### src/design/ifb_pkg.sv
// Package for the information frame builder: item types, queue entry,
// configuration bundle, sequencer step codes and framing constants.
// No dependencies.
`default_nettype none

package ifb_pkg;

    localparam logic [7:0] FLAG_BYTE = 8'h7E;
    localparam logic [7:0] ESC_BYTE  = 8'h7D;
    localparam logic [7:0] ESC_FLAG  = 8'h5E;
    localparam logic [7:0] ESC_ESC   = 8'h5D;

    localparam logic [7:0] ADDRESS_RESET   = 8'h03;
    localparam logic [7:0] CTRL_ZERO_RESET = 8'h00;
    localparam logic [7:0] CTRL_ONE_RESET  = 8'h80;

    // Configuration register indexes.
    localparam logic [1:0] REG_ADDRESS   = 2'd0;
    localparam logic [1:0] REG_CTRL_ZERO = 2'd1;
    localparam logic [1:0] REG_CTRL_ONE  = 2'd2;

    typedef struct packed {
        logic [7:0] payload_byte;
        logic       frame_number;
        logic       last_byte;
    } in_item_t;

    typedef struct packed {
        logic [7:0] out_byte;
        logic       run_end;
        logic       frame_end;
    } out_item_t;

    // Classified item as it waits between the front and the back.
    typedef struct packed {
        logic [7:0] payload_byte;
        logic       frame_number;
        logic       first;
        logic       escape;
        logic       last;
    } entry_t;

    typedef struct packed {
        logic [7:0] address_byte;
        logic [7:0] control_frame_zero;
        logic [7:0] control_frame_one;
    } cfg_t;

    typedef enum logic [2:0] {
        STEP_FLAG_OPEN,
        STEP_ADDR,
        STEP_CTRL,
        STEP_BCC1,
        STEP_DATA0,
        STEP_DATA1,
        STEP_BCC2,
        STEP_FLAG_CLOSE
    } step_t;

endpackage

`default_nettype wire

### src/design/ifb_front.sv
// Front of the frame builder: takes input items, tracks frame position and
// marks header and escape needs for the back. Depends on ifb_pkg.
`default_nettype none

module ifb_front (
    input  wire logic            clk,
    input  wire logic            rst_n,
    input  wire logic            push,
    input  wire ifb_pkg::in_item_t item,
    input  wire logic            q_full,
    output logic                 q_write,
    output ifb_pkg::entry_t      q_entry
);

    logic inside_reg;
    logic inside_next;

    assign q_write = push && !q_full;

    always_comb
    begin
        q_entry.payload_byte = item.payload_byte;
        q_entry.frame_number = item.frame_number;
        q_entry.first        = !inside_reg;
        q_entry.escape       = (item.payload_byte == ifb_pkg::FLAG_BYTE) ||
                               (item.payload_byte == ifb_pkg::ESC_BYTE);
        q_entry.last         = item.last_byte;
    end

    always_comb
    begin
        inside_next = inside_reg;
        if (q_write)
        begin
            inside_next = !item.last_byte;
        end
    end

    always_ff @(posedge clk or negedge rst_n)
    begin
        if (!rst_n)
        begin
            inside_reg <= 1'b0;
        end
        else
        begin
            inside_reg <= inside_next;
        end
    end

endmodule

`default_nettype wire

### src/design/ifb_queue.sv
// Short queue of classified items between the front and the back of the
// frame builder. Depends on ifb_pkg.
`default_nettype none

module ifb_queue #(
    parameter int DEPTH = 4
) (
    input  wire logic            clk,
    input  wire logic            rst_n,
    input  wire logic            wr_en,
    input  wire ifb_pkg::entry_t wr_entry,
    output logic                 full,
    output logic                 rd_valid,
    output ifb_pkg::entry_t      rd_entry,
    input  wire logic            rd_en
);

    localparam int PTR_W = (DEPTH > 1) ? $clog2(DEPTH) : 1;
    localparam int CNT_W = $clog2(DEPTH + 1);

    ifb_pkg::entry_t slots_reg [DEPTH];
    logic [PTR_W-1:0] wr_ptr_reg, wr_ptr_next;
    logic [PTR_W-1:0] rd_ptr_reg, rd_ptr_next;
    logic [CNT_W-1:0] count_reg, count_next;

    assign full     = (count_reg == CNT_W'(DEPTH));
    assign rd_valid = (count_reg != '0);
    assign rd_entry = slots_reg[rd_ptr_reg];

    always_comb
    begin
        wr_ptr_next = wr_ptr_reg;
        rd_ptr_next = rd_ptr_reg;
        count_next  = count_reg;
        if (wr_en)
        begin
            wr_ptr_next = (wr_ptr_reg == PTR_W'(DEPTH - 1)) ? '0 : wr_ptr_reg + 1'b1;
        end
        if (rd_en)
        begin
            rd_ptr_next = (rd_ptr_reg == PTR_W'(DEPTH - 1)) ? '0 : rd_ptr_reg + 1'b1;
        end
        if (wr_en && !rd_en)
        begin
            count_next = count_reg + 1'b1;
        end
        else if (rd_en && !wr_en)
        begin
            count_next = count_reg - 1'b1;
        end
    end

    always_ff @(posedge clk)
    begin
        if (wr_en)
        begin
            slots_reg[wr_ptr_reg] <= wr_entry;
        end
    end

    always_ff @(posedge clk or negedge rst_n)
    begin
        if (!rst_n)
        begin
            wr_ptr_reg <= '0;
            rd_ptr_reg <= '0;
            count_reg  <= '0;
        end
        else
        begin
            wr_ptr_reg <= wr_ptr_next;
            rd_ptr_reg <= rd_ptr_next;
            count_reg  <= count_next;
        end
    end

endmodule

`default_nettype wire

### src/design/ifb_back.sv
// Back of the frame builder: steps through the header (first item of a frame),
// stuffed payload, and BCC2 and closing flag (last item) of each queued item,
// one byte a cycle into the result register unless it is held unpopped. Depends on ifb_pkg.
`default_nettype none

module ifb_back (
    input  wire logic            clk,
    input  wire logic            rst_n,
    input  wire ifb_pkg::cfg_t   cfg,
    input  wire logic            q_valid,
    input  wire ifb_pkg::entry_t q_entry,
    output logic                 q_read,
    output logic                 empty,
    output ifb_pkg::out_item_t   result,
    input  wire logic            pop
);

    ifb_pkg::step_t step_reg, step_next, cur_step, after_step;
    logic           active_reg, active_next;
    logic [7:0]     chk_reg, chk_next;
    logic           res_valid_reg, res_valid_next;
    ifb_pkg::out_item_t res_reg, res_next;

    logic       emit;
    logic       item_done;
    logic [7:0] ctrl;
    logic [7:0] byte_out;

    assign ctrl = q_entry.frame_number ? cfg.control_frame_one : cfg.control_frame_zero;
    assign emit = q_valid && (!res_valid_reg || pop);

    // A fresh item starts with the header only when it opens a frame.
    always_comb
    begin
        if (active_reg)
        begin
            cur_step = step_reg;
        end
        else if (q_entry.first)
        begin
            cur_step = ifb_pkg::STEP_FLAG_OPEN;
        end
        else
        begin
            cur_step = ifb_pkg::STEP_DATA0;
        end
    end

    // Next step of the sequence.
    always_comb
    begin
        after_step = cur_step;
        item_done  = 1'b0;
        case (cur_step)
            ifb_pkg::STEP_FLAG_OPEN:  after_step = ifb_pkg::STEP_ADDR;
            ifb_pkg::STEP_ADDR:       after_step = ifb_pkg::STEP_CTRL;
            ifb_pkg::STEP_CTRL:       after_step = ifb_pkg::STEP_BCC1;
            ifb_pkg::STEP_BCC1:       after_step = ifb_pkg::STEP_DATA0;
            ifb_pkg::STEP_DATA0:
            begin
                if (q_entry.escape)
                begin
                    after_step = ifb_pkg::STEP_DATA1;
                end
                else if (q_entry.last)
                begin
                    after_step = ifb_pkg::STEP_BCC2;
                end
                else
                begin
                    item_done = 1'b1;
                end
            end
            ifb_pkg::STEP_DATA1:
            begin
                if (q_entry.last)
                begin
                    after_step = ifb_pkg::STEP_BCC2;
                end
                else
                begin
                    item_done = 1'b1;
                end
            end
            ifb_pkg::STEP_BCC2:       after_step = ifb_pkg::STEP_FLAG_CLOSE;
            ifb_pkg::STEP_FLAG_CLOSE: item_done = 1'b1;
            default:                  item_done = 1'b1;
        endcase
    end

    // Byte emitted at the current step.
    always_comb
    begin
        case (cur_step)
            ifb_pkg::STEP_FLAG_OPEN:  byte_out = ifb_pkg::FLAG_BYTE;
            ifb_pkg::STEP_ADDR:       byte_out = cfg.address_byte;
            ifb_pkg::STEP_CTRL:       byte_out = ctrl;
            ifb_pkg::STEP_BCC1:       byte_out = cfg.address_byte ^ ctrl;
            ifb_pkg::STEP_DATA0:
                byte_out = q_entry.escape ? ifb_pkg::ESC_BYTE : q_entry.payload_byte;
            ifb_pkg::STEP_DATA1:
                byte_out = (q_entry.payload_byte == ifb_pkg::FLAG_BYTE) ?
                           ifb_pkg::ESC_FLAG : ifb_pkg::ESC_ESC;
            ifb_pkg::STEP_BCC2:       byte_out = chk_reg;
            ifb_pkg::STEP_FLAG_CLOSE: byte_out = ifb_pkg::FLAG_BYTE;
            default:                  byte_out = ifb_pkg::FLAG_BYTE;
        endcase
    end

    always_comb
    begin
        step_next      = step_reg;
        active_next    = active_reg;
        chk_next       = chk_reg;
        res_next       = res_reg;
        res_valid_next = res_valid_reg && !pop;
        q_read         = 1'b0;
        if (emit)
        begin
            res_valid_next     = 1'b1;
            res_next.out_byte  = byte_out;
            res_next.run_end   = item_done;
            res_next.frame_end = (cur_step == ifb_pkg::STEP_FLAG_CLOSE);
            step_next          = after_step;
            active_next        = !item_done;
            q_read             = item_done;
            // The check covers only the stuffed payload bytes of one frame.
            if (cur_step == ifb_pkg::STEP_DATA0 || cur_step == ifb_pkg::STEP_DATA1)
            begin
                chk_next = chk_reg ^ byte_out;
            end
            else if (cur_step == ifb_pkg::STEP_BCC1 ||
                     cur_step == ifb_pkg::STEP_FLAG_CLOSE)
            begin
                chk_next = '0;
            end
        end
    end

    always_ff @(posedge clk or negedge rst_n)
    begin
        if (!rst_n)
        begin
            step_reg      <= ifb_pkg::STEP_FLAG_OPEN;
            active_reg    <= 1'b0;
            chk_reg       <= '0;
            res_valid_reg <= 1'b0;
        end
        else
        begin
            step_reg      <= step_next;
            active_reg    <= active_next;
            chk_reg       <= chk_next;
            res_valid_reg <= res_valid_next;
        end
    end

    always_ff @(posedge clk)
    begin
        res_reg <= res_next;
    end

    assign empty  = !res_valid_reg;
    assign result = res_reg;

endmodule

`default_nettype wire

### src/design/info_frame_builder_top.sv
// Top level of the information frame builder: configuration registers,
// front, item queue and back. Depends on ifb_pkg, ifb_front, ifb_queue, ifb_back.
//
// Usage:
//   Input channel: an item (payload byte, frame number, last-byte mark) is
//   taken at a clock edge with push high and full low. Result channel: while
//   empty is low the oldest output byte is on result; pop takes it.
//   Configuration: cfg_index/cfg_data are written when cfg_valid is high;
//   cfg_ready is always high. Index 0 is the address, 1 and 2 the control
//   bytes for frame numbers zero and one; other indexes are ignored. Write
//   only while the block is idle.
//   The first byte caused by an accepted item is written to the queue and
//   then registered into result, if the queue ahead of it is empty.
//   Throughput: the back emits one byte a cycle while result is not held;
//   an item yields 1 to 4 bytes after the first item of a frame, 5 to 8
//   for the first item. The queue of QUEUE_DEPTH items absorbs bursts.
//   Reset clears frame state, check byte and queue, and loads the default
//   address and control bytes. When the receiver stalls, the result holds,
//   the queue fills and full rises; nothing is dropped.
`default_nettype none

module info_frame_builder_top #(
    parameter int QUEUE_DEPTH = 4
) (
    input  wire logic               clk,
    input  wire logic               rst_n,
    input  wire logic               push,
    output logic                    full,
    input  wire ifb_pkg::in_item_t  item,
    output logic                    empty,
    input  wire logic               pop,
    output ifb_pkg::out_item_t      result,
    input  wire logic               cfg_valid,
    output logic                    cfg_ready,
    input  wire logic [1:0]         cfg_index,
    input  wire logic [7:0]         cfg_data
);

    ifb_pkg::cfg_t   cfg_reg, cfg_next;
    ifb_pkg::entry_t wr_entry;
    ifb_pkg::entry_t rd_entry;
    logic            q_write;
    logic            q_read;
    logic            q_valid;

    assign cfg_ready = 1'b1;

    always_comb
    begin
        cfg_next = cfg_reg;
        if (cfg_valid && cfg_ready)
        begin
            case (cfg_index)
                ifb_pkg::REG_ADDRESS:   cfg_next.address_byte       = cfg_data;
                ifb_pkg::REG_CTRL_ZERO: cfg_next.control_frame_zero = cfg_data;
                ifb_pkg::REG_CTRL_ONE:  cfg_next.control_frame_one  = cfg_data;
                default:                cfg_next = cfg_reg;
            endcase
        end
    end

    always_ff @(posedge clk or negedge rst_n)
    begin
        if (!rst_n)
        begin
            cfg_reg.address_byte       <= ifb_pkg::ADDRESS_RESET;
            cfg_reg.control_frame_zero <= ifb_pkg::CTRL_ZERO_RESET;
            cfg_reg.control_frame_one  <= ifb_pkg::CTRL_ONE_RESET;
        end
        else
        begin
            cfg_reg <= cfg_next;
        end
    end

    ifb_front u_front (
        .clk     (clk),
        .rst_n   (rst_n),
        .push    (push),
        .item    (item),
        .q_full  (full),
        .q_write (q_write),
        .q_entry (wr_entry)
    );

    ifb_queue #(
        .DEPTH (QUEUE_DEPTH)
    ) u_queue (
        .clk      (clk),
        .rst_n    (rst_n),
        .wr_en    (q_write),
        .wr_entry (wr_entry),
        .full     (full),
        .rd_valid (q_valid),
        .rd_entry (rd_entry),
        .rd_en    (q_read)
    );

    ifb_back u_back (
        .clk     (clk),
        .rst_n   (rst_n),
        .cfg     (cfg_reg),
        .q_valid (q_valid),
        .q_entry (rd_entry),
        .q_read  (q_read),
        .empty   (empty),
        .result  (result),
        .pop     (pop)
    );

    // The closing flag always ends the run of its item.
    a_close_ends_run: assert property (@(posedge clk) disable iff (!rst_n)
        !empty && result.frame_end |-> result.run_end)
        else $error("closing flag without run end");

    // The closing flag carries the flag value.
    a_close_is_flag: assert property (@(posedge clk) disable iff (!rst_n)
        !empty && result.frame_end |-> result.out_byte == ifb_pkg::FLAG_BYTE)
        else $error("closing byte is not a flag");

    // An accepted item is waiting in the queue on the next cycle.
    a_item_queued: assert property (@(posedge clk) disable iff (!rst_n)
        push && !full |=> q_valid)
        else $error("accepted item missing from queue");

endmodule

`default_nettype wire
### config.mk
export PLATFORM = sky130hd
export DESIGN_NAME = info_frame_builder_top
export DESIGN_NICKNAME = d
export VERILOG_FILES = /design/src/design/ifb_pkg.sv /design/src/design/ifb_front.sv /design/src/design/ifb_queue.sv /design/src/design/ifb_back.sv /design/src/design/info_frame_builder_top.sv
export SDC_FILE = /design/constraint.sdc
export NUM_CORES = 1
export LEC_CHECK = 0
export BUFFER_PORTS_ARGS = -buffer_cell sky130_fd_sc_hd__buf_4
export CORE_MARGIN = 5
export CORE_UTILIZATION = 60
export CTS_CLUSTER_SIZE = 10
export DETAILED_ROUTE_END_ITERATION = 7
export HOLD_SLACK_MARGIN = 0.12
export PLACE_DENSITY = 0.85
export RECOVER_POWER = 100
export SLEW_MARGIN = 10
export SYNTH_ARGS = -nofsm -noshare
export SYNTH_HDL_FRONTEND = slang
export SYNTH_SLANG_ARGS = --single-unit
### constraint.sdc
create_clock -name clk -period 4.8 [get_ports clk]
set_clock_uncertainty 0.05 [all_clocks]
set_input_delay 0.24 -clock clk [delete_from_list [all_inputs] [get_ports clk]]
set_output_delay 0.24 -clock clk [all_outputs]
set_load 0.03 [all_outputs]
After elaboration in Yosys (flattened, before gate mapping) --
Memories as Yosys holds them, arrays and structs flattened. Cells that the tools add are included.
Storage, ports and cells: flip-flop bits (word level) 55, bits in latches 0, bits in writable memories 48, bits in read-only memories 0, input bits 25, output and inout port bits 13, logic and storage cells 85, memories kept 1
Cells by class: $add $sub $neg 4, $mul 0, divide/modulo/power cells 0, order comparisons 0, equality and inequality tests 15, shift operators 0, multiplexer cells 22, bitwise logic cells 2, reductions and logical operators 27
Memory list:
- u_queue.slots_reg | depth 4, width 12, rd ports 1, clocked after memory_dff 0, write ports 1, RTL line ifb_queue.sv:21 | ifb_pkg::entry_t slots_reg [DEPTH];
Operator list (number):
- $pmux W8 S7 | 1
- $mux W8 | 4
- $eq A8 B7 Y1 const B | 3
- $pmux W3 S7 | 1
- $mux W3 | 6
- $xor A8 B8 Y8 | 2
- $eq A3 B3 Y1 const B | 5
- $logic_not A1 Y1 | 8
- $reduce_and A2 Y1 | 4
- $eq A2 B2 Y1 const B | 3
- $eq A3 B2 Y1 const B | 2
- $mux W1 | 6
- $mux W2 | 3
- $logic_and A1 B1 Y1 | 5
- $add A2 B1 Y2 const B | 2
- $logic_or A1 B1 Y1 | 4
- $reduce_bool A2 Y1 | 2
- $add A3 B1 Y3 const B | 1
- $eq A3 B1 Y1 const B | 1
- $logic_not A3 Y1 | 1
- $pmux W1 S3 | 1
- $reduce_bool A3 Y1 | 1
- $sub A3 B1 Y3 const B | 1
- $eq A2 B1 Y1 const B | 1
- 2 further kinds | 2

Depth between registers and ports, before layout --
Gate-level depths: netlist of the first run. An unclocked memory read counts as a cell.
depth after elaboration 9, depth in mapped cells 13, gate-level depth less buffers 11

Cells and area by module --
Synthesis of the first run repeated with hierarchy kept, for this count alone.
Second synthesis, totals: cells, all modules 381, area total of the unflattened synthesis 5003.5 µm²
By module, submodules not included:
- ifb_queue | instances 1, cells an instance 100, area an instance 2175.8 µm², sequential area each 1616.6 µm²
- ifb_back | instances 1, cells an instance 211, area an instance 1750.4 µm², sequential area each 625.6 µm²
- info_frame_builder_top | instances 1, cells an instance 53, area an instance 927.1 µm², sequential area each 604.3 µm²
- ifb_front | instances 1, cells an instance 17, area an instance 150.1 µm², sequential area each 25.0 µm²

Worst setup path before layout of the first run --
Ideal clock, no wire load.
path type register to register, start reg u_queue.rd_ptr_reg[1], end reg u_queue.count_reg[1], library setup time 0.125 ns, arrival time 2.791 ns, required time 4.625 ns, path slack 1.834 ns, stages on the path, launching flop included 11, path buffers 1, clock period less this slack 2.966 ns, cell sequence dfrtp_1 buf_2 or2_2 o22a_2 a2111o_1 a21oi_4 nand2_4 ha_1 inv_1 fa_1 mux2_2
Between the ends: word-level cells in the longest chain between the ends 9, elaborated cells between the ends (all ways) 15, classes of those cells 3 x eq/ne; 7 x mux; 4 x reduce/logical; 1 x memory
RTL lines:
- from (decl) | RTL line ifb_queue.sv:23 | logic [PTR_W-1:0] rd_ptr_reg, rd_ptr_next;
- from (signal assigned) | RTL line ifb_queue.sv:72 | rd_ptr_reg <= rd_ptr_next;
- $mem_v2 Z4 W12 *
- $mux W3 | RTL line ifb_back.sv:39 | else if (q_entry.first)
- $mux W3 | RTL line ifb_back.sv:35 | if (active_reg)
- $eq A3 B3 Y1 | RTL line ifb_back.sv:54 | case (cur_step)
- $pmux W1 S3 * | RTL line ifb_back.sv:54
- via u_back.item_done | RTL line ifb_back.sv:25 | logic item_done;
- $mux W1 * | RTL line ifb_back.sv:118 | if (emit)
- $logic_not A1 Y1 * | RTL line ifb_queue.sv:43 | if (wr_en && !rd_en)
- $logic_and A1 B1 Y1 * | RTL line ifb_queue.sv:43
- $mux W3 * | RTL line ifb_queue.sv:43
- via u_queue.count_next[1] | RTL line ifb_queue.sv:24 | logic [CNT_W-1:0] count_reg, count_next;
- to (signal assigned) | RTL line ifb_queue.sv:73 | count_reg <= count_next;
- to (decl) | RTL line ifb_queue.sv:24
Mark *: on every way through the listed nets, which the timed path passes. The rest lies on a longest branch. A chain may end at the register's enable or synchronous reset.

Worst setup path after layout of the first run --
start reg u_queue.rd_ptr_reg[0], end reg u_queue.count_reg[1]
Same word-level chain as after synthesis.

==> flow_summary.rst, run 1 <==
.. list-table::
   :header-rows: 1

   * - Metric
     - Value
   * - Launching point of the worst reg2reg path
     - u_queue.rd_ptr_reg[0]
   * - Number of vias per cell
     - 6.09
   * - Critical path launch point type
     - register
   * - Endpoint of the worst setup timing path
     - u_queue.count_reg[1]
   * - Minimum setup slack after placement
     - 1.35 ns
   * - Final WL
     - 10100 um
   * - Detailed Place HPWL
     - between 7000 and 8000 um
   * - Fraction of layout cells with a size suffix above 1
     - between 15 and 20%
   * - Number of inserted diodes
     - 0
   * - Library cell contributing the largest single delay on the critical path
     - sky130_fd_sc_hd__dfrtp_1
   * - CP startpoint
     - u_queue.rd_ptr_reg[0]
   * - Warnings, synthesis
     - 0
   * - Core outline area
     - 0.00818 mm2
   * - Final hold violation count
     - 0
   * - Pre-Repair DR Iteration Count
     - 5
   * - Placed cell count
     - approximately 500
   * - Commonest cells after routing, fill and taps aside
     - 58 x sky130_fd_sc_hd__edfxtp_1, 42 x sky130_fd_sc_hd__dfrtp_1, 29 x sky130_fd_sc_hd__clkbuf_1
   * - Max capacitance violation total
     - 1
   * - Critical path data arrival time
     - 3.73 ns
   * - PortBufs
     - 36
   * - Final setup vio count
     - 0
   * - Final worst path period need
     - ~3.5 ns
   * - Run status
     - complete, but fails checks
   * - Final Hold Slack
     - 0.203 ns
   * - Row cnt
     - 33
   * - Clk buf depth
     - 2
   * - Vias in the first global route
     - ~3300
   * - Area post-placement
     - 0.00536 mm2
   * - Maximum operating frequency
     - between 200 and 300 MHz
   * - Final cell count without fillers
     - approximately 540
   * - Initial core utilization
     - around three fifths
   * - Portion of the clock cycle consumed by the worst path in the final layout
     - around three quarters
   * - Count of distinct cell types in the synthesized netlist
     - 73
   * - Reg area
     - ~0.0029 mm2
   * - Main flop type after synthesis
     - sky130_fd_sc_hd__edfxtp_1
   * - Cells along the critical path
     - mux4_2 > a2111o_1 > a21oi_1 > nand2_4 > ha_1 > inv_1 > fa_1 > mux2_2
   * - Post-detailed-route count of antenna-violating nets
     - 0
   * - Die area
     - between 0.01 and 0.015 mm2
   * - Design Power
     - approximately 3.5 mW
   * - Reg2Reg Setup Slack
     - about 1.3 ns
   * - H-tree levels
     - 3
   * - Largest incremental delay on the critical path
     - slightly below 0.9 ns
   * - RSZ-0062 raised after global routing
     - false
   * - Number of filler instances in the final layout
     - 628
   * - Worst max-slew margin expressed relative to the limit
     - -68.5%
   * - Buffers inserted by post-CTS timing repair
     - 0
   * - Final std cell area, no fill
     - ~0.0056 mm2
   * - Flip-flop and latch count after synthesis
     - 103
   * - Worst-Skew Late Latency
     - between 0.3 and 0.4 ns
   * - Number of enable flip-flop cells after synthesis
     - 58
   * - Worst setup path category
     - register to register
   * - Required time worst endpoint
     - approximately 5.0 ns
   * - Mapped Cells
     - around 370
   * - Nets@finish
     - 457
   * - Largest register FFs
     - 48
   * - Endpoint kind of the worst setup timing path
     - register
   * - Fraction of registers with async set or reset after synthesis
     - 43.7%
   * - Area taken by multi-input logic gates
     - 0.00197 mm2
   * - Maximum VDD drop
     - around 0.32 mV
   * - Cell area after technology mapping
     - 0.00503 mm2
   * - Utilization after layout
     - roughly 68%
   * - Per-cell routed wire length
     - between 15 and 20 um
   * - Total number of clock tree sinks
     - approximately 100
   * - Iteration-0 DRC Markers
     - 239
   * - Pin count of the biggest net entering global routing
     - between 40 and 50
   * - Wire length of the first global-routing pass
     - around 16000 um
   * - Die extent in y
     - between 100 and 150 um
   * - Worst reg2reg endpoint
     - u_queue.count_reg[1]
   * - Initial antenna violation count
     - 0
   * - Final WS setup
     - 1.28 ns
   * - Final Slew Violations
     - 46
   * - Violated checks
     - max-capacitance violations, max-slew violations
   * - Number of cells upsized or downsized after cts
     - 0
   * - Gpl congestion
     - ~0.9
   * - Root Buffer Master
     - sky130_fd_sc_hd__clkbuf_8
   * - Summed negative setup slack over all endpoints
     - 0 ns
   * - Average footprint of a synthesized cell
     - roughly 14 um2
   * - GRT Resource Usage Total
     - a little over a fifth
   * - Syn Nets
     - 401
   * - Residual overflow from global routing
     - 0
   * - Number of hold buffers added after CTS
     - 20
   * - Most frequent standard cell in the layout excluding fill and tap cells
     - sky130_fd_sc_hd__edfxtp_1
   * - Worst Tran Pin Value
     - around 2.5 ns
   * - Class of the tightest hold or removal check
     - primary input to register
   * - Area growth from synthesis to layout
     - 10.9%
   * - Sequential area share after synthesis
     - between 50 and 60%
   * - Worst-path maximum fanout
     - 16
   * - IO Count
     - 38
   * - Die width
     - a little over 100 um
   * - Clock tree from TritonCTS
     - built
   * - Number of cells on the worst reg-to-reg path
     - 8
   * - Power density over the cells
     - between 600 and 700 mW/mm2
   * - Startpoint of the lowest-slack hold path
     - push
   * - Final routed DRC violation total
     - 0
   * - Number of buffers added by the clock tree synthesis step
     - 9
   * - Static power due to leakage
     - approximately 2.1 nW
   * - Clock slew seen by the registers of the worst setup and hold paths
     - 0.10 ns
   * - Routed via count
     - roughly 3300
## worst min-delay path by stage
stage                                       to  slack (ns)  cells after the start
final                       u_front.inside_reg        0.20                      3
after global routing        u_front.inside_reg        0.23                      3
after CTS                   u_front.inside_reg        0.18                      4
after detailed placement  u_queue.count_reg[0]        0.24                      1
after global placement    u_back.res_valid_reg        0.22                      1
after floorplan                     cfg_reg[0]       -0.11                      0
## metal layers
layer  GRT usage [%]  vias to the layer above  wire, um
met2            35.9                      105      5210
li1                -                     1518         -
met5               0                        -         0
met3            4.34                       20       545
met4            6.44                        0       165
met1            26.8                     1614      4200
## cell type report
type / instances / area share [%]
clock inverters: 6 / 1.14
clock buffers: 10 / 2.29
repair buffers: 57 / 6.68
well taps: 105 / 2.35
multi-input cells: 243 / 35.3
inverters: 11 / 0.740
flip-flops and latches: 103 / 51.5
## cell families after synthesis
| kind of cell | share of synthesized area [%] |
|---|---|
| multiplexers | 14.8 |
| flip-flops | 57.1 |
| AO/OA/AOI/OAI | 11.8 |
| other | 0.0746 |
| AND/OR/NAND/NOR | 10.3 |
| adder cells (fa/ha/maj) | 1.89 |
| XOR/XNOR | 1.74 |
| buffers and inverters | 2.36 |
## power by group
part | switching, mW | total (mW) | internal, mW
registers | 0.206 | 1.44 | 1.24
logic | 0.863 | 1.49 | 0.623
clock network | 0.320 | 0.523 | 0.203
total | 1.39 | 3.45 | 2.06
## cells in the mapped netlist, types with 10 or more instances
cell	count	area, um2
sky130_fd_sc_hd__nand2b_1	13	81.3
sky130_fd_sc_hd__o21ai_0	11	55.1
sky130_fd_sc_hd__mux2i_1	11	110
sky130_fd_sc_hd__edfxtp_1	58	1740
sky130_fd_sc_hd__nor2_1	19	71.3
sky130_fd_sc_hd__a21oi_1	15	75.1
sky130_fd_sc_hd__mux2_2	25	282
sky130_fd_sc_hd__dfrtp_1	42	1050
sky130_fd_sc_hd__nand2_1	26	97.6
sky130_fd_sc_hd__inv_1	10	37.5
## worst max-delay path: cells and delay by family, from the launching register on
| kind | cells | cell delay, ns |
|---|---|---|
| AND/OR/NAND/NOR | 1 | 0.11 |
| multiplexers | 2 | 0.96 |
| buffers and inverters | 1 | 0.07 |
| flip-flops | 1 | 0.87 |
| adder cells (fa/ha/maj) | 2 | 0.63 |
| AO/OA/AOI/OAI | 2 | 0.71 |
No activity file was read; power rests on OpenSTA's default activity.
==> run 2: changes to the inputs <==
Settings changed: CORE_UTILIZATION 60 to 54, PLACE_DENSITY 0.85 to 0.81.
Clock period 4.8 ns to 3 ns, I/O delays scaled along.
==> flow_summary.rst, run 2 (synthesized netlist as in run 1, its figures left out) <==
.. list-table::
   :header-rows: 1

   * - Metric
     - Value
   * - Vias in the first global route
     - 3371 (+2.9%)
   * - Critical path launch point type
     - register
   * - Met1 Use GR
     - 24.1% (-2.7 points)
   * - Minimum setup slack after placement
     - 0.107 ns (-1.24 ns)
   * - Area post-placement
     - 0.00547 mm2 (+2.1%)
   * - Final cell count without fillers
     - 556 (+3.9%)
   * - Pin count of the biggest net entering global routing
     - 46 (unchanged)
   * - GR met2 Demand/Resource
     - 33.3% (-2.6 points)
   * - Number of vias per cell
     - 5.90 (-3.1%)
   * - Number of inserted diodes
     - 0 (unchanged)
   * - Final worst path period need
     - 2.87 ns (-0.650 ns)
   * - Reg2Reg Setup Slack
     - 0.13 ns (-1.15 ns)
   * - Reg area
     - 0.00287 mm2 (about the same)
   * - GRT Resource Usage Total
     - 19.4% (-1.5 points)
   * - Iteration-0 DRC Markers
     - 221 (-7.5%)
   * - Summed negative setup slack over all endpoints
     - 0 ns (unchanged)
   * - Class of the tightest hold or removal check
     - primary input to register
   * - Die width
     - 107 um (+4.9%)
   * - Internal Power
     - 3.45 mW (+67%)
   * - H-tree levels
     - 3 (unchanged)
   * - Final hold violation count
     - 0 (unchanged)
   * - Number of buffers added by the clock tree synthesis step
     - 9 (unchanged)
   * - Worst setup path category
     - register to register
   * - Fraction of layout cells with a size suffix above 1
     - 19.8% (+4.4 points)
   * - Final Slew Violations
     - 0 (-100%)
   * - Post-detailed-route count of antenna-violating nets
     - 0 (unchanged)
   * - Endpoint kind of the worst setup timing path
     - register
   * - Wire length of the first global-routing pass
     - 17000 um (+3.0%)
   * - Utilization after layout
     - 63.0% (-5.3 points)
   * - Worst-path maximum fanout
     - 6 (-10)
   * - Pre-Repair DR Iteration Count
     - 5 (unchanged)
   * - Clk pwr share
     - 15.4% (+0.2 points)
   * - Commonest cells after routing, fill and taps aside
     - 58 x sky130_fd_sc_hd__edfxtp_1, 41 x sky130_fd_sc_hd__dfrtp_1, 26 x sky130_fd_sc_hd__nand2_1
   * - Total number of clock tree sinks
     - 103 (unchanged)
   * - PortBufs
     - 36 (unchanged)
   * - Die area
     - 0.0113 mm2 (+10%)
   * - Max capacitance violation total
     - 0 (-1)
   * - Run status
     - finished clean
   * - Row cnt
     - 35 (+6.1%)
   * - Switching pwr
     - 2.33 mW (+68%)
   * - Critical path data arrival time
     - 3.09 ns (-0.64 ns)
   * - Part of the power in combinational logic
     - 47.0% (+3.9 points)
   * - Core outline area
     - 0.00915 mm2 (+12%)
   * - CP startpoint
     - u_queue.rd_ptr_reg[0]
   * - Residual overflow from global routing
     - 0 (unchanged)
   * - Gpl congestion
     - 0.893 (-0.59%)
   * - Most frequent standard cell in the layout excluding fill and tap cells
     - sky130_fd_sc_hd__edfxtp_1
   * - Worst-Skew Late Latency
     - 0.38 ns (about the same)
   * - Design Power
     - 5.79 mW (+68%)
   * - Flop pwr share
     - 37.7% (-4.1 points)
   * - Required time worst endpoint
     - 3.22 ns (-1.79 ns)
   * - Grt met3 use
     - 3.16% (-1.2 points)
   * - Routed via count
     - 3279 (+0.68%)
   * - Final WL
     - 10100 um (+0.28%)
   * - Worst max-slew margin expressed relative to the limit
     - 24.7% (+93 points)
   * - Clk buf depth
     - 2 (unchanged)
   * - Final Hold Slack
     - 0.237 ns (+0.0345 ns)
   * - Portion of the clock cycle consumed by the worst path in the final layout
     - 95.7% (+22 points)
   * - Final routed DRC violation total
     - 0 (unchanged)
   * - Net Sw Frac
     - 40.3% (+0.077 points)
   * - Area growth from synthesis to layout
     - 14.6%
   * - Initial antenna violation count
     - 0 (unchanged)
   * - Launching point of the worst reg2reg path
     - u_queue.rd_ptr_reg[0]
   * - RSZ-0062 raised after global routing
     - false
   * - Root Buffer Master
     - sky130_fd_sc_hd__clkbuf_8
   * - Die extent in y
     - 107 um (+4.9%)
   * - Nets@finish
     - 472 (+3.3%)
   * - Power density over the cells
     - 1000 mW/mm2 (+62%)
   * - Maximum operating frequency
     - 348 MHz (+23%)
   * - Final WS setup
     - 0.129 ns (-1.15 ns)
   * - Final setup vio count
     - 0 (unchanged)
   * - Startpoint of the lowest-slack hold path
     - cfg_index[0]
   * - Detailed Place HPWL
     - 7180 um (+1.4%)
   * - Area taken by multi-input logic gates
     - 0.00200 mm2 (+1.7%)
   * - IO Count
     - 38 (unchanged)
   * - Maximum VDD drop
     - 0.522 mV (+61%)
   * - Final std cell area, no fill
     - 0.00576 mm2 (+3.3%)
   * - Most heavily used metal layer in global routing
     - met2
   * - Clock tree from TritonCTS
     - built
   * - Largest register FFs
     - 48 (unchanged)
   * - Worst Tran Pin Value
     - 1.13 ns (-1.40 ns)
   * - Clock slew seen by the registers of the worst setup and hold paths
     - 0.12 ns (+0.02 ns)
   * - Placed cell count
     - 519 (+4.0%)
   * - Number of filler instances in the final layout
     - 703 (+12%)
   * - Initial core utilization
     - 54.9% (-6.6 points)
   * - Static power due to leakage
     - 2.17 nW (+4.9%)
   * - Per-cell routed wire length
     - 18.2 um (-3.5%)
## run 2: cell types whose count changed in the layout (fill, tap and decap cells not counted), sizes merged
cell,delta
buf,+15
clkinvlp,-1
clkinv,+2
clkbuf,-2
dlygate4sd3,+1
## run 2: critical path: stages, from the launching register on
cell and delay [ns]:
sky130_fd_sc_hd__dfrtp_2 0.48, sky130_fd_sc_hd__mux2_1 0.39, sky130_fd_sc_hd__o22a_2 0.22, sky130_fd_sc_hd__a2111o_1 0.40
sky130_fd_sc_hd__a21oi_4 0.19, sky130_fd_sc_hd__nand2_4 0.09, sky130_fd_sc_hd__ha_1 0.21, sky130_fd_sc_hd__inv_1 0.07
sky130_fd_sc_hd__fa_1 0.40, sky130_fd_sc_hd__mux2_2 0.27
## run 2: layout make-up
cell class                 instances  share of cell area (%)
tap                              111                    2.41
inverter                          11                   0.717
clock inverter                     7                    1.50
timing repair buffer              72                    8.58
multi-input combinational        243                    34.8
clock buffer                       9                    2.15
sequential                       103                    49.9
## run 2: worst paths after layout
| check | endpoint | cells past startpoint |
|---|---|---|
| max | u_queue.count_reg[1] | 9 |
| min | cfg_reg[18] | 5 |
| max reg2reg | u_queue.count_reg[1] | 9 |
| min reg2reg | u_front.inside_reg | 2 |
| max in group asynchronous | u_queue.rd_ptr_reg[0] | 2 |
| min in group asynchronous | u_back.res_valid_reg | 2 |
## run 2: metal layers
metal  vias to the layer above  routed length, um
met1                      1596               4300
met2                       106               5100
met5                         -                  0
met4                         0                328
li1                       1553                  -
met3                        24                416
## run 2: power by group through the flow
stage / Sequential [mW] / Clock [mW] / Combinational [mW]
4_1_cts: 2.19 / 0.908 / 2.86
3_3_place_gp: 2.19 / 0 / 2.72
5_1_grt: 2.23 / 0.959 / 2.98
3_5_place_dp: 2.22 / 0 / 2.81
6_report: 2.18 / 0.890 / 2.72
2_1_floorplan: 2.31 / 0 / 1.97
## run 2: repair_timing
item / in CTS / in global routing
gates resized for setup: 0 / 1
buffers inserted: 0 / 0
setup endpoints to repair: 0 / 1
hold endpoints to repair: 115 / 0
hold buffers: 21 / 0
==> run 3: changes to the inputs <==
Settings changed: RECOVER_POWER 100 to 25.
==> flow_summary.rst, run 3 (synthesized netlist as in run 1, its figures left out) <==
.. list-table::
   :header-rows: 1

   * - Metric
     - Value
   * - Utilization after layout
     - 64.0% (+1.0 points)
   * - Net Sw Frac
     - 39.9% (-0.46 points)
   * - H-tree levels
     - 3 (unchanged)
   * - Initial core utilization
     - 54.9% (unchanged)
   * - Area post-placement
     - 0.00547 mm2 (unchanged)
   * - Clock slew seen by the registers of the worst setup and hold paths
     - 0.12 ns (about the same)
   * - Fraction of layout cells with a size suffix above 1
     - 25.2% (+5.4 points)
   * - Most frequent standard cell in the layout excluding fill and tap cells
     - sky130_fd_sc_hd__edfxtp_1
   * - Initial antenna violation count
     - 0 (unchanged)
   * - Critical path launch point type
     - register
   * - Max capacitance violation total
     - 0 (unchanged)
   * - Final worst path period need
     - 2.85 ns (-0.0223 ns)
   * - Gpl congestion
     - 0.893 (unchanged)
   * - Die area
     - 0.0113 mm2 (unchanged)
   * - Class of the tightest hold or removal check
     - primary input to register
   * - Worst-path maximum fanout
     - 6 (unchanged)
   * - Worst max-slew margin expressed relative to the limit
     - 23.7% (-1.0 points)
   * - Maximum operating frequency
     - 351 MHz (+0.78%)
   * - Flop pwr share
     - 36.8% (-0.9 points)
   * - Largest register FFs
     - 48 (unchanged)
   * - Required time worst endpoint
     - 3.23 ns (about the same)
   * - Portion of the clock cycle consumed by the worst path in the final layout
     - 95.0% (-0.74 points)
   * - Root Buffer Master
     - sky130_fd_sc_hd__clkbuf_8
   * - Critical path data arrival time
     - 3.08 ns (about the same)
   * - Commonest cells after routing, fill and taps aside
     - 58 x sky130_fd_sc_hd__edfxtp_1, 41 x sky130_fd_sc_hd__dfrtp_1, 40 x sky130_fd_sc_hd__buf_4
   * - Final routed DRC violation total
     - 0 (unchanged)
   * - Worst setup path category
     - register to register
   * - Total number of clock tree sinks
     - 103 (unchanged)
   * - Number of inserted diodes
     - 0 (unchanged)
   * - Clk buf depth
     - 2 (unchanged)
   * - Nets@finish
     - 472 (unchanged)
   * - Part of the power in combinational logic
     - 48.1% (+1.1 points)
   * - Pin count of the biggest net entering global routing
     - 46 (unchanged)
   * - Final Slew Violations
     - 0 (unchanged)
   * - Row cnt
     - 35 (unchanged)
   * - Minimum setup slack after placement
     - 0.107 ns (unchanged)
   * - Detailed Place HPWL
     - 7180 um (unchanged)
   * - Final cell count without fillers
     - 556 (unchanged)
   * - Number of vias per cell
     - 5.87 (-0.43%)
   * - Iteration-0 DRC Markers
     - 189 (-14%)
   * - Core outline area
     - 0.00915 mm2 (unchanged)
   * - Maximum VDD drop
     - 0.530 mV (+1.5%)
   * - Final setup vio count
     - 0 (unchanged)
   * - Die extent in y
     - 107 um (unchanged)
   * - Worst reg2reg endpoint
     - u_queue.count_reg[1]
   * - GRT Resource Usage Total
     - 19.4% (unchanged)
   * - Worst-Skew Late Latency
     - 0.38 ns (about the same)
   * - Placed cell count
     - 519 (unchanged)
   * - Residual overflow from global routing
     - 0 (unchanged)
   * - Switching pwr
     - 2.36 mW (+1.2%)
   * - RSZ-0062 raised after global routing
     - false
   * - Launching point of the worst reg2reg path
     - u_queue.rd_ptr_reg[0]
   * - Final std cell area, no fill
     - 0.00585 mm2 (+1.6%)
   * - Static power due to leakage
     - 2.24 nW (+3.5%)
   * - Routed via count
     - 3265 (-0.43%)
   * - Run status
     - finished clean
   * - Clk pwr share
     - 15.1% (-0.3 points)
   * - Final WL
     - 10200 um (+0.17%)
   * - Cells on Worst Hold Path
     - 5 (unchanged)
   * - Vias in the first global route
     - 3371 (unchanged)
   * - Internal Power
     - 3.56 mW (+3.2%)
   * - Summed negative setup slack over all endpoints
     - 0 ns (unchanged)
   * - Number of buffers added by the clock tree synthesis step
     - 9 (unchanged)
   * - Endpoint kind of the worst setup timing path
     - register
   * - Die width
     - 107 um (unchanged)
   * - Reg2Reg Setup Slack
     - 0.15 ns (+0.02 ns)
   * - Final WS setup
     - 0.151 ns (+0.0223 ns)
   * - PortBufs
     - 36 (unchanged)
   * - Worst Tran Pin Value
     - 1.14 ns (+0.0152 ns)
   * - Final hold violation count
     - 0 (unchanged)
   * - Startpoint of the lowest-slack hold path
     - cfg_index[1]
   * - Area growth from synthesis to layout
     - 16.4%
   * - Wire length of the first global-routing pass
     - 17000 um (unchanged)
   * - IO Count
     - 38 (unchanged)
   * - Sink of the worst hold path
     - cfg_reg[18]
   * - Pre-Repair DR Iteration Count
     - 4 (-1)
   * - Power density over the cells
     - 1010 mW/mm2 (+0.81%)
   * - Number of cells on the worst reg-to-reg path
     - 9 (unchanged)
   * - Per-cell routed wire length
     - 18.3 um (+0.17%)
   * - Clock tree from TritonCTS
     - built
   * - Post-detailed-route count of antenna-violating nets
     - 0 (unchanged)
[run 3: changes by cell type in the layout (fill, tap and decap cells not counted), moves of 4 or more]
cell                       change
sky130_fd_sc_hd__clkbuf_1     -15
sky130_fd_sc_hd__and2_1        +4
sky130_fd_sc_hd__and2_0        -4
sky130_fd_sc_hd__buf_4        +16
[run 3: through the flow]
step / hold slack, ns / total power [mW]
floorplan: -0.196 / 4.28
global route: 0.222 / 6.31
CTS: 0.184 / 5.95
finish: 0.189 / 5.93
global placement: 0.135 / 4.92
detailed placement: 0.141 / 5.03
[run 3: cell type report]
class                      instances  area, um2
timing repair buffer              72        553
clock inverter                     7       86.3
sequential                       103       2870
multi-input combinational        243       2040
inverter                          11       41.3
fill                             673       3300
tap                              111        139
clock buffer                       9        124
[run 3: per-layer routing]
metal,up-vias,global-route usage [%],part of all wire (%)
met3,18,3.16,4.9
met4,0,8.68,2.5
met2,91,33.3,51
met5,-,0,0
li1,1552,-,-
met1,1604,24.1,42
[run 3: power groups by stage]
stage	clock network (mW)	registers [mW]	logic (mW)
CTS	0.908	2.19	2.86
floorplan	0	2.31	1.97
detailed placement	0	2.22	2.81
global placement	0	2.19	2.72
finish	0.895	2.18	2.85
global route	0.959	2.24	3.11
[run 3: timing repair]
action | in CTS | in global routing
hold buffers | 21 | 0
buffers inserted | 0 | 0
endpoints found under the hold margin | 115 | 0
endpoints found under the setup margin | 0 | 1
gates resized for setup | 0 | 1
[run 3: critical path: stages, from the launching register on]
cell                       delay (ns)
sky130_fd_sc_hd__dfrtp_2         0.46
sky130_fd_sc_hd__mux2_2          0.40
sky130_fd_sc_hd__o22a_2          0.21
sky130_fd_sc_hd__a2111o_1        0.40
sky130_fd_sc_hd__a21oi_4         0.18
sky130_fd_sc_hd__nand2_4         0.09
sky130_fd_sc_hd__ha_1            0.21
sky130_fd_sc_hd__inv_1           0.07
sky130_fd_sc_hd__fa_1            0.40
sky130_fd_sc_hd__mux2_2          0.27
[run 3: how the worst max path moves through the flow]
| stage | slack [ns] | startpoint | to |
|---|---|---|---|
| after global routing | 0.04 | u_queue.rd_ptr_reg[0] | u_queue.count_reg[1] |
| after detailed placement | 0.11 | u_queue.rd_ptr_reg[0] | u_queue.count_reg[1] |
| after global placement | 0.19 | u_queue.rd_ptr_reg[0] | u_queue.count_reg[1] |
| final | 0.15 | u_queue.rd_ptr_reg[0] | u_queue.count_reg[1] |
| after floorplan | 0.03 | u_queue.rd_ptr_reg[1] | u_queue.count_reg[1] |
| after CTS | 0.08 | u_queue.rd_ptr_reg[0] | u_queue.count_reg[1] |
